`config.mk`:
```
export PLATFORM = sky130hd
export DESIGN_NAME = led_flash_blink_controller
export DESIGN_NICKNAME = d
export VERILOG_FILES = /design/src/hw/rtl/lfbc_pkg.sv /design/src/hw/rtl/lfbc_tick_div.sv /design/src/hw/rtl/led_flash_blink_controller.sv
export SDC_FILE = /design/constraint.sdc
export NUM_CORES = 1
export LEC_CHECK = 0
export BUFFER_PORTS_ARGS = -buffer_cell sky130_fd_sc_hd__buf_2
export CAP_MARGIN = 20
export CORE_UTILIZATION = 45
export CTS_CLUSTER_SIZE = 12
export DETAILED_ROUTE_END_ITERATION = 12
export PLACE_DENSITY = 0.65
export SKIP_LAST_GASP = 1
export SYNTH_ARGS = -nofsm -noshare
export SYNTH_HDL_FRONTEND = slang
export SYNTH_SLANG_ARGS = --single-unit
```
`constraint.sdc`:
```
create_clock -name clk -period 5.29 [get_ports clk]
set_input_delay 0.529 -clock clk [delete_from_list [all_inputs] [get_ports clk]]
set_output_delay 0.529 -clock clk [all_outputs]
set_load 0.005 [all_outputs]
```
`src/hw/rtl/lfbc_pkg.sv`:
```
package lfbc_pkg;

	localparam int DATA_W = 16;
	localparam int RECIP_W = DATA_W + 1;
	localparam int MS_PER_TICK_DEFAULT = 10;

	typedef enum logic [2:0] {
		ACT_TICK      = 3'd0,
		ACT_ENABLE    = 3'd1,
		ACT_ON        = 3'd2,
		ACT_OFF       = 3'd3,
		ACT_FLASH     = 3'd4,
		ACT_BLINK_ON  = 3'd5,
		ACT_BLINK_OFF = 3'd6
	} action_t;

	localparam logic [DATA_W-1:0] HOLD_MAX = {DATA_W{1'b1}};

endpackage

```
`src/hw/rtl/lfbc_tick_div.sv`:
```
module lfbc_tick_div
	import lfbc_pkg::*;
#(
	parameter int MS_PER_TICK = MS_PER_TICK_DEFAULT
) (
	input  logic [DATA_W-1:0] ms,
	output logic [DATA_W-1:0] ticks
);

	// Floor division by a constant: multiply by ceil(2^SHIFT / MS_PER_TICK) and shift.
	// With SHIFT = DATA_W + ceil(log2(MS_PER_TICK)) the quotient is exact for every input.
	localparam int SHIFT = DATA_W + $clog2(MS_PER_TICK);
	localparam longint unsigned POW = longint'(1) << SHIFT;
	localparam longint unsigned RECIP = (POW + MS_PER_TICK - 1) / MS_PER_TICK;
	localparam int PROD_W = DATA_W + RECIP_W;

	logic [RECIP_W-1:0] recip;
	logic [PROD_W-1:0]  prod;
	logic [PROD_W-1:0]  shifted;

	assign recip   = RECIP[RECIP_W-1:0];
	assign prod    = PROD_W'(ms) * PROD_W'(recip);
	assign shifted = prod >> SHIFT;
	assign ticks   = shifted[DATA_W-1:0];

endmodule

```
`src/hw/rtl/led_flash_blink_controller.sv`:
```
// A result is valid in the cycle after its command or tick transaction is accepted.
// One transaction per cycle while out_ready is high; the whole state update is one registered pass.
// Series durations are converted to ticks by a constant reciprocal multiply on entry.
// Reset (arst_n low, asynchronous): LED off, output enabled, no hold, no series,
// countdown disarmed, active_high set to 1, no result pending.
module led_flash_blink_controller
	import lfbc_pkg::*;
#(
	parameter int MS_PER_TICK = MS_PER_TICK_DEFAULT
) (
	input  logic              clk,
	input  logic              arst_n,
	input  logic              cfg_valid,
	output logic              cfg_ready,
	input  logic              cfg_data,
	input  logic              in_valid,
	output logic              in_ready,
	input  logic [2:0]        action,
	input  logic [DATA_W-1:0] value_a,
	input  logic [DATA_W-1:0] value_b,
	input  logic [DATA_W-1:0] value_c,
	output logic              out_valid,
	input  logic              out_ready,
	output logic              pin_level,
	output logic              led_lit,
	output logic              enabled_now,
	output logic              flash_running,
	output logic              blink_running,
	output logic [DATA_W-1:0] hold_depth,
	output logic              timer_running
);

	logic              active_high_q;
	logic              out_valid_q;
	logic              lit_q, enable_q, flash_on_q, blink_on_q, armed_q;
	logic [DATA_W-1:0] hold_q, left_q;
	logic [DATA_W-1:0] flash_len_q, flash_gap_q, flash_reps_q, flash_done_q;
	logic [DATA_W-1:0] blink_len_q, blink_gap_q, blink_reps_q, blink_done_q;

	logic              n_lit, n_enable, n_flash_on, n_blink_on, n_armed;
	logic [DATA_W-1:0] n_hold, n_left;
	logic [DATA_W-1:0] n_flash_len, n_flash_gap, n_flash_reps, n_flash_done;
	logic [DATA_W-1:0] n_blink_len, n_blink_gap, n_blink_reps, n_blink_done;
	logic              do_timeout;
	logic [DATA_W-1:0] flash_next, blink_next;
	logic [DATA_W-1:0] ticks_b, ticks_c;
	logic              in_fire;

	lfbc_tick_div #(.MS_PER_TICK(MS_PER_TICK)) u_div_b (.ms(value_b), .ticks(ticks_b));
	lfbc_tick_div #(.MS_PER_TICK(MS_PER_TICK)) u_div_c (.ms(value_c), .ticks(ticks_c));

	assign cfg_ready = 1'b1;
	assign in_ready  = !out_valid_q || out_ready;
	assign in_fire   = in_valid && in_ready;

	assign flash_next = flash_done_q + DATA_W'(1);
	assign blink_next = blink_done_q + DATA_W'(1);

	// Durations are kept in ticks, so a countdown reload is a plain copy.
	always_comb begin
		n_lit        = lit_q;
		n_enable     = enable_q;
		n_flash_on   = flash_on_q;
		n_blink_on   = blink_on_q;
		n_armed      = armed_q;
		n_hold       = hold_q;
		n_left       = left_q;
		n_flash_len  = flash_len_q;
		n_flash_gap  = flash_gap_q;
		n_flash_reps = flash_reps_q;
		n_flash_done = flash_done_q;
		n_blink_len  = blink_len_q;
		n_blink_gap  = blink_gap_q;
		n_blink_reps = blink_reps_q;
		n_blink_done = blink_done_q;
		do_timeout   = 1'b0;

		case (action)
			ACT_TICK: begin
				if (armed_q) begin
					if (left_q != '0) begin
						n_left = left_q - DATA_W'(1);
					end
					do_timeout = (left_q == '0) || (left_q == DATA_W'(1));
				end
			end
			ACT_ENABLE: begin
				n_enable = |value_a;
			end
			ACT_ON: begin
				if ((|value_a) && (hold_q != HOLD_MAX)) begin
					n_hold = hold_q + DATA_W'(1);
				end
				n_armed = 1'b0;
				n_left  = '0;
				n_lit   = 1'b1;
			end
			ACT_OFF: begin
				if ((|value_a) && (hold_q != '0)) begin
					n_hold = hold_q - DATA_W'(1);
				end
				if (n_hold == '0) begin
					if (flash_on_q) begin
						n_armed = 1'b1;
						n_left  = flash_gap_q;
					end else if (blink_on_q) begin
						n_armed      = 1'b1;
						n_left       = blink_gap_q;
						n_blink_done = '0;
					end else begin
						n_armed = 1'b0;
						n_left  = '0;
					end
					n_lit = 1'b0;
				end
			end
			ACT_FLASH: begin
				n_flash_on   = 1'b1;
				n_flash_reps = value_a;
				n_flash_len  = ticks_b;
				n_flash_gap  = ticks_c;
				n_flash_done = '0;
				if (hold_q == '0) begin
					n_armed = 1'b1;
					n_left  = ticks_b;
					n_lit   = 1'b1;
				end
			end
			ACT_BLINK_ON: begin
				n_blink_on   = 1'b1;
				n_blink_reps = value_a;
				n_blink_len  = ticks_b;
				n_blink_gap  = ticks_c;
				n_blink_done = '0;
				if ((hold_q == '0) && !flash_on_q) begin
					n_armed = 1'b1;
					n_left  = ticks_b;
					n_lit   = 1'b1;
				end
			end
			ACT_BLINK_OFF: begin
				if (blink_on_q) begin
					n_blink_on = 1'b0;
					if (hold_q == '0) begin
						n_armed = 1'b0;
						n_left  = '0;
						n_lit   = 1'b0;
					end
				end
			end
			default: begin
			end
		endcase

		// Expiry of the countdown steps whichever series is active, flash first, and disarms it if none is.
		if (do_timeout) begin
			if (flash_on_q) begin
				if (lit_q) begin
					if (flash_next >= flash_reps_q) begin
						n_flash_done = '0;
						n_flash_on   = 1'b0;
						if (hold_q == '0) begin
							if (blink_on_q) begin
								n_armed      = 1'b1;
								n_left       = blink_gap_q;
								n_blink_done = '0;
							end else begin
								n_armed = 1'b0;
								n_left  = '0;
							end
							n_lit = 1'b0;
						end else begin
							n_armed = 1'b0;
							n_left  = '0;
						end
					end else begin
						n_flash_done = flash_next;
						n_armed      = 1'b1;
						n_left       = flash_gap_q;
						n_lit        = 1'b0;
					end
				end else begin
					n_armed = 1'b1;
					n_left  = flash_len_q;
					n_lit   = 1'b1;
				end
			end else if (blink_on_q) begin
				if (lit_q) begin
					n_armed = 1'b1;
					if (blink_next >= blink_reps_q) begin
						n_blink_done = '0;
						n_left       = blink_gap_q;
					end else begin
						n_blink_done = blink_next;
						n_left       = blink_len_q;
					end
					n_lit = 1'b0;
				end else begin
					n_armed = 1'b1;
					n_left  = blink_len_q;
					n_lit   = 1'b1;
				end
			end else begin
				n_armed = 1'b0;
				n_left  = '0;
			end
		end
	end

	always_ff @(posedge clk or negedge arst_n) begin
		if (!arst_n) begin
			active_high_q <= 1'b1;
		end else if (cfg_valid) begin
			active_high_q <= cfg_data;
		end
	end

	always_ff @(posedge clk or negedge arst_n) begin
		if (!arst_n) begin
			out_valid_q <= 1'b0;
		end else if (in_fire) begin
			out_valid_q <= 1'b1;
		end else if (out_ready) begin
			out_valid_q <= 1'b0;
		end
	end

	always_ff @(posedge clk or negedge arst_n) begin
		if (!arst_n) begin
			lit_q        <= 1'b0;
			enable_q     <= 1'b1;
			flash_on_q   <= 1'b0;
			blink_on_q   <= 1'b0;
			armed_q      <= 1'b0;
			hold_q       <= '0;
			left_q       <= '0;
			flash_len_q  <= '0;
			flash_gap_q  <= '0;
			flash_reps_q <= '0;
			flash_done_q <= '0;
			blink_len_q  <= '0;
			blink_gap_q  <= '0;
			blink_reps_q <= '0;
			blink_done_q <= '0;
		end else if (in_fire) begin
			lit_q        <= n_lit;
			enable_q     <= n_enable;
			flash_on_q   <= n_flash_on;
			blink_on_q   <= n_blink_on;
			armed_q      <= n_armed;
			hold_q       <= n_hold;
			left_q       <= n_left;
			flash_len_q  <= n_flash_len;
			flash_gap_q  <= n_flash_gap;
			flash_reps_q <= n_flash_reps;
			flash_done_q <= n_flash_done;
			blink_len_q  <= n_blink_len;
			blink_gap_q  <= n_blink_gap;
			blink_reps_q <= n_blink_reps;
			blink_done_q <= n_blink_done;
		end
	end

	// The state registers only move when a transaction is accepted, which frees the
	// pending result in the same edge, so they double as the result register.
	assign out_valid     = out_valid_q;
	assign pin_level     = ((enable_q && lit_q) == active_high_q);
	assign led_lit       = lit_q;
	assign enabled_now   = enable_q;
	assign flash_running = flash_on_q;
	assign blink_running = blink_on_q;
	assign hold_depth    = hold_q;
	assign timer_running = armed_q;

endmodule

```
# Word-level counts from Yosys, hierarchy flattened
# Index checks and enable logic that the tools add are counted.
dict set report classes {
  n_eq_ne 17
  n_mux 76
  multipliers 2
  n_addsub 5
  magnitude_cmp 2
  n_reduce_logical 28
}
# op count
set ops {}
lappend ops {{16-bit 2-to-1 mux} 34}
lappend ops {{16-bit case mux with 6 select lines} 1}
lappend ops {{16-bit by 16-bit multiplier with 32-bit output, second input constant} 2}
lappend ops {{16-bit case mux with 2 select lines} 2}
lappend ops {{16-bit by 1-bit adder with 16-bit output, second input constant} 3}
lappend ops {{16-bit logical NOT} 3}
lappend ops {{13-bit 2-to-1 mux} 3}
lappend ops {{1-bit 2-to-1 mux} 33}
lappend ops {{16-bit >= comparator} 2}
lappend ops {{16-bit nonzero test} 2}
lappend ops {{16-bit by 1-bit subtractor with 16-bit output, second input constant} 2}
lappend ops {{3-bit != test, second input constant} 7}
lappend ops {{16-bit by 1-bit == test with 1-bit output, second input constant} 1}
lappend ops {{16-bit != test, second input constant} 1}
lappend ops {{16-bit OR reduction} 1}
lappend ops {{1-bit case mux with 5 select lines} 2}
lappend ops {{3-bit == test, second input constant} 3}
lappend ops {{9-bit AND reduction} 1}
lappend ops {{2-bit AND reduction} 4}
lappend ops {{7-bit AND reduction} 1}
lappend ops {{7-bit nonzero test} 1}
lappend ops {{3-bit by 2-bit == test with 1-bit output, second input constant} 2}
lappend ops {{2-bit nonzero test} 3}
lappend ops {{6-bit nonzero test} 1}
lappend ops {{9 further kinds} 15}
dict set report word_totals {
  output_inout_bits 25
  reg_bits 155
}

# Depth between registers and ports, before layout
dict set report logic_depth {
  depth_word 13
  mapped_depth 22
  depth_no_buf 22
}

# Modules after synthesis
# From an unflattened synthesis, not the netlist that was laid out.
dict set report hier_totals {
  cells_unflattened 1926
  hier_area_um2 19244.7
}
# module cells_per_inst n_inst area_each_um2
set by_module_without_submodules {}
lappend by_module_without_submodules {led_flash_blink_controller 995 1 10217.3}
lappend by_module_without_submodules {{lfbc_tick_div at u_div_c} 481 1 4603.2}
lappend by_module_without_submodules {{lfbc_tick_div at u_div_b} 450 1 4424.2}

# Worst setup path after synthesis
# No wires, ideal clock.
dict set report synth_path {
  kind {input port to flip-flop}
  startpoint {in value_b[6]}
  endpoint {reg left_q[11]}
  arrival_ns 5.806
  cell_stages 20
  setup_slack_ns -0.649
  t_required_ns 5.157
  n_path_buf 0
  path_cell_list {ha_1 > inv_1 > fa_1 > inv_1 > fa_1 > fa_1 > fa_1 > inv_1 > fa_1 > inv_1 > ha_1 > nand2_1 > a211o_1 > or3b_2 > o21ai_0 > o311ai_0 > a21boi_0 > mux2i_1 > a2111oi_2 > a21oi_1}
}
dict set report synth_via {
  elab_chain_len 4
  elab_cells_between_ends 5
  classes_between {mul (1); mux (4)}
}
# item line_no
set synth_rtl {}
lappend synth_rtl {{start, declared} led_flash_blink_controller.sv:20} ;# input logic [DATA_W-1:0] value_b,
lappend synth_rtl {{16-bit by 16-bit multiplier with 32-bit output *} lfbc_tick_div.sv:22} ;# assign prod = PROD_W'(ms) * PROD_W'(recip);
lappend synth_rtl {{16-bit 2-to-1 mux, on equally long branches} {led_flash_blink_controller.sv:135, led_flash_blink_controller.sv:123}}
lappend synth_rtl {{16-bit case mux with 6 select lines *} led_flash_blink_controller.sv:78} ;# case (action)
lappend synth_rtl {{16-bit 2-to-1 mux *} led_flash_blink_controller.sv:156} ;# if (do_timeout) begin
lappend synth_rtl {{end signal, assigned} led_flash_blink_controller.sv:252} ;# left_q <= n_left;
lappend synth_rtl {{end, declared} led_flash_blink_controller.sv:36} ;# logic [DATA_W-1:0] hold_q, left_q;
# Every way passes the cells marked *; elsewhere a longest branch is shown, timed or not. The select of a mux whose other input is x is not followed.
# A chain may end at the register's enable or synchronous reset.

# Final worst setup path
dict set report layout_path {
  startpoint {in value_b[7]}
  endpoint {reg flash_len_q[12]}
}
dict set report layout_via {
  elab_chain_len 1
}
# item line_no
set layout_rtl {}
lappend layout_rtl {{16-bit by 16-bit multiplier with 32-bit output} lfbc_tick_div.sv:22}
lappend layout_rtl {{end signal, assigned} led_flash_blink_controller.sv:253} ;# flash_len_q <= n_flash_len;
lappend layout_rtl {{end, declared} led_flash_blink_controller.sv:37} ;# logic [DATA_W-1:0] flash_len_q, flash_gap_q, flash_reps_q, flash_done_q;
# No other way between the ends.

==> run metrics <==
DR vias=15000; Area contributors post-synth=dfrtp_1 21%, ha_1 20%, fa_1 17%; total wire length=48600 um; Top Layer Used=met4; register area=3880 sq um; CTS tree=done; clock skew=0.0218 ns; grt ovf=0; final setup margin=-0.116 ns; Initial Util=0.456; WS Path Type=in2reg; vias in the first global route=15200; Synth area leader=dfrtp_1; Fin. Hold Viols=0; DP Wirelength=38600 um; 1st-pass router iterations=5; die height=205 um; crit path cell chain=buf_8 > ha_4 > inv_4 > fa_1 > inv_1 > fa_1 > fa_1 > fa_1 > inv_1 > fa_1 > inv_2 > ha_4 > nand2_2 > a211o_1 > or3b_4 > o211ai_1 > a31oi_2 > o21ai_2 > xnor2_2 > buf_4 > mux2_2; syn nets=2488; Synth Instances=1972; io pins=82; status=finished with violations; Worst path slowest cell=fa_1; Worst-path clk slew=0.09 ns; number of port buffers=80; layout cell share with drive strength beyond 1=0.197; Min-Delay Path Class=in2async; CTS buffer count=17; DRT iter0 DRCs=941; Setup-failing EPs final=11; worst slew pin tran=1.03 ns; WL met1=21600 um; Layout area overhead=16.8%; CP Capture Type=flop; final core utilization=0.532; CP startpoint kind=input port; syn avg cell area=9.41 sq um; vias per cell=5.53; CP Data Required Time=5.61 ns; ANT nets after route=0; Filler Cells Inserted=3733; Die Footprint=42100 sq um; DR WL/cell=17.8 um; Max-slew headroom=0.315; RSZ-0062 raised after global routing=yes; Core Region=40700 sq um; met2 wire length=24100 um; cell family with most CP delay=adder cells; # diodes=0; placed instance area=20600 sq um; Num Clock Sinks=155; Leak=11.0 nW; Ys Warns=0; fmax=185 MHz; clk buf depth=2; first-pass GRT wire length=79100 um; max-slew violation count=0; Nets=2692; mapped cell area=18600 sq um; WP buf/inv=6; flop and latch count out of synthesis=155; fin area=21700 sq um; synth cell count leaders=338 x inv_1, 299 x ha_1, 160 x fa_1; max_cap viols=0; Crit path top cell by count=fa_1; failing checks=negative setup slack; top-area cell type share of the netlist area=0.206; WL met3=2120 um; Crit path largest cell delay=0.53 ns; antenna violations before repair=0; Min Clock Period, post-route=5.41 ns; part of the cycle the worst path needs=1.02; worst-path fanout max=3; root buf cell=clkbuf_16; worst skew pair latency=0.45 ns; VDD IR max=0.470 mV; Pwr Total=12.3 mW; largest net degree at the start of global routing=111; global placement routability congestion=0.930; DRC Markers=0; Most used DFF post-synth=dfrtp_1; die width=205 um; post-synthesis async set-or-reset flop share=1.00; post-synthesis cell type count=75; Seq/Total Area, Yosys=0.209; Pwr Density=567 nW/um^2; CP Data Arrival Time=5.72 ns; htree depth=4; Post-synth EDFFs=0; area of the multi-input gates=13500 sq um; Core Rows=74; GRT Util Overall=0.237; count leader, synth=inv_1
## final cells by class
type	count	share of cell area
clock inverters	15	0.00906
inverters	338	0.0586
repair buffers	250	0.0798
flip-flops and latches	155	0.179
well taps	532	0.0307
multi-input cells	1414	0.623
clock buffers	17	0.0196
## cell families after synthesis
kind of cell,count (synthesis),synth area share
AND/OR/NAND/NOR,405,0.106
XOR/XNOR,92,0.0434
other,1,0.000202
multiplexers,103,0.0617
AO/OA/AOI/OAI,354,0.121
buffers and inverters,403,0.0847
flip-flops,155,0.209
adder cells (fa/ha/maj),459,0.374
## power breakdown
| part | total [mW] | internal, mW | switching [mW] |
|---|---|---|---|
| sequential | 1.99 | 1.55 | 0.443 |
| combinational | 9.01 | 4.32 | 4.70 |
| clock | 1.29 | 0.685 | 0.606 |
## sequential cells by signal, summed over array words and instances (netlist names), 13 cells and up
name and cells:
blink_done_q 16, blink_reps_q 16, flash_done_q 16, flash_reps_q 16, hold_depth 16, left_q 16, blink_gap_q 13, blink_len_q 13
flash_gap_q 13, flash_len_q 13
## worst paths after layout
check                                     start               to  slack (ns)  cells after the start
min in group clk                       in_valid        out_valid        0.32                      2
worst max-delay path                 value_b[7]  flash_len_q[12]       -0.12                     21
worst min-delay path                     arst_n  blink_reps_q[7]        0.01                      1
max in group asynchronous                arst_n    hold_depth[4]        4.21                      2
worst max register to register  flash_done_q[0]  flash_done_q[9]        0.75                     17
worst min register to register   flash_len_q[7]   flash_len_q[7]        0.48                      2
## timing repair
action	4_1_cts	5_1_grt
buffers inserted	4	4
pin swaps	15	25
gates resized for setup	18	44
hold buffers	0	0
endpoints found under the setup margin	24	47
cloned	0	0
## layer usage
layer,GRT usage,vias up
met1,0.321,7495
met3,0.0240,61
met5,0,-
met2,0.407,365
met4,0.0484,0
li1,-,7123
## cells in the final DEF, fill, tap and decap left out, types with 21 or more instances in the layout
cell and n:
a21oi_1 83, buf_2 76, buf_4 169, dfrtp_1 153, fa_1 160, ha_1 285, inv_1 336, mux2_2 76
mux2i_1 21, nand2_1 120, nand3_1 40, nand4_1 22, nor2_1 87, nor3_1 30, o21ai_0 88, o22ai_1 21
xnor2_1 62, xor2_1 25
## through the flow
step / hold slack [ns] / cells / setup WS [ns] / TNS [ns]
2_1_floorplan: 0.233 / 1972 / -0.195 / -0.836
3_3_place_gp: 0.456 / 2680 / -0.590 / -20.15
3_5_place_dp: 0.475 / 2680 / -0.625 / -23.29
4_1_cts: 0.285 / 2715 / -0.117 / -0.503
5_1_grt: 0.0457 / 2721 / -0.328 / -5.11
6_report: 0.0142 / 2721 / -0.116 / -0.770
## worst register-to-register path, delay by kind of cell, from the launching register on
| kind | cells | cell delay (ns) |
|---|---|---|
| buffers and inverters | 1 | 0.26 |
| AO/OA/AOI/OAI | 5 | 0.85 |
| AND/OR/NAND/NOR | 8 | 2.12 |
| XOR/XNOR | 1 | 0.24 |
| flip-flops | 1 | 0.46 |
| adder cells (fa/ha/maj) | 2 | 0.58 |
(Power assumes the default switching activity.)
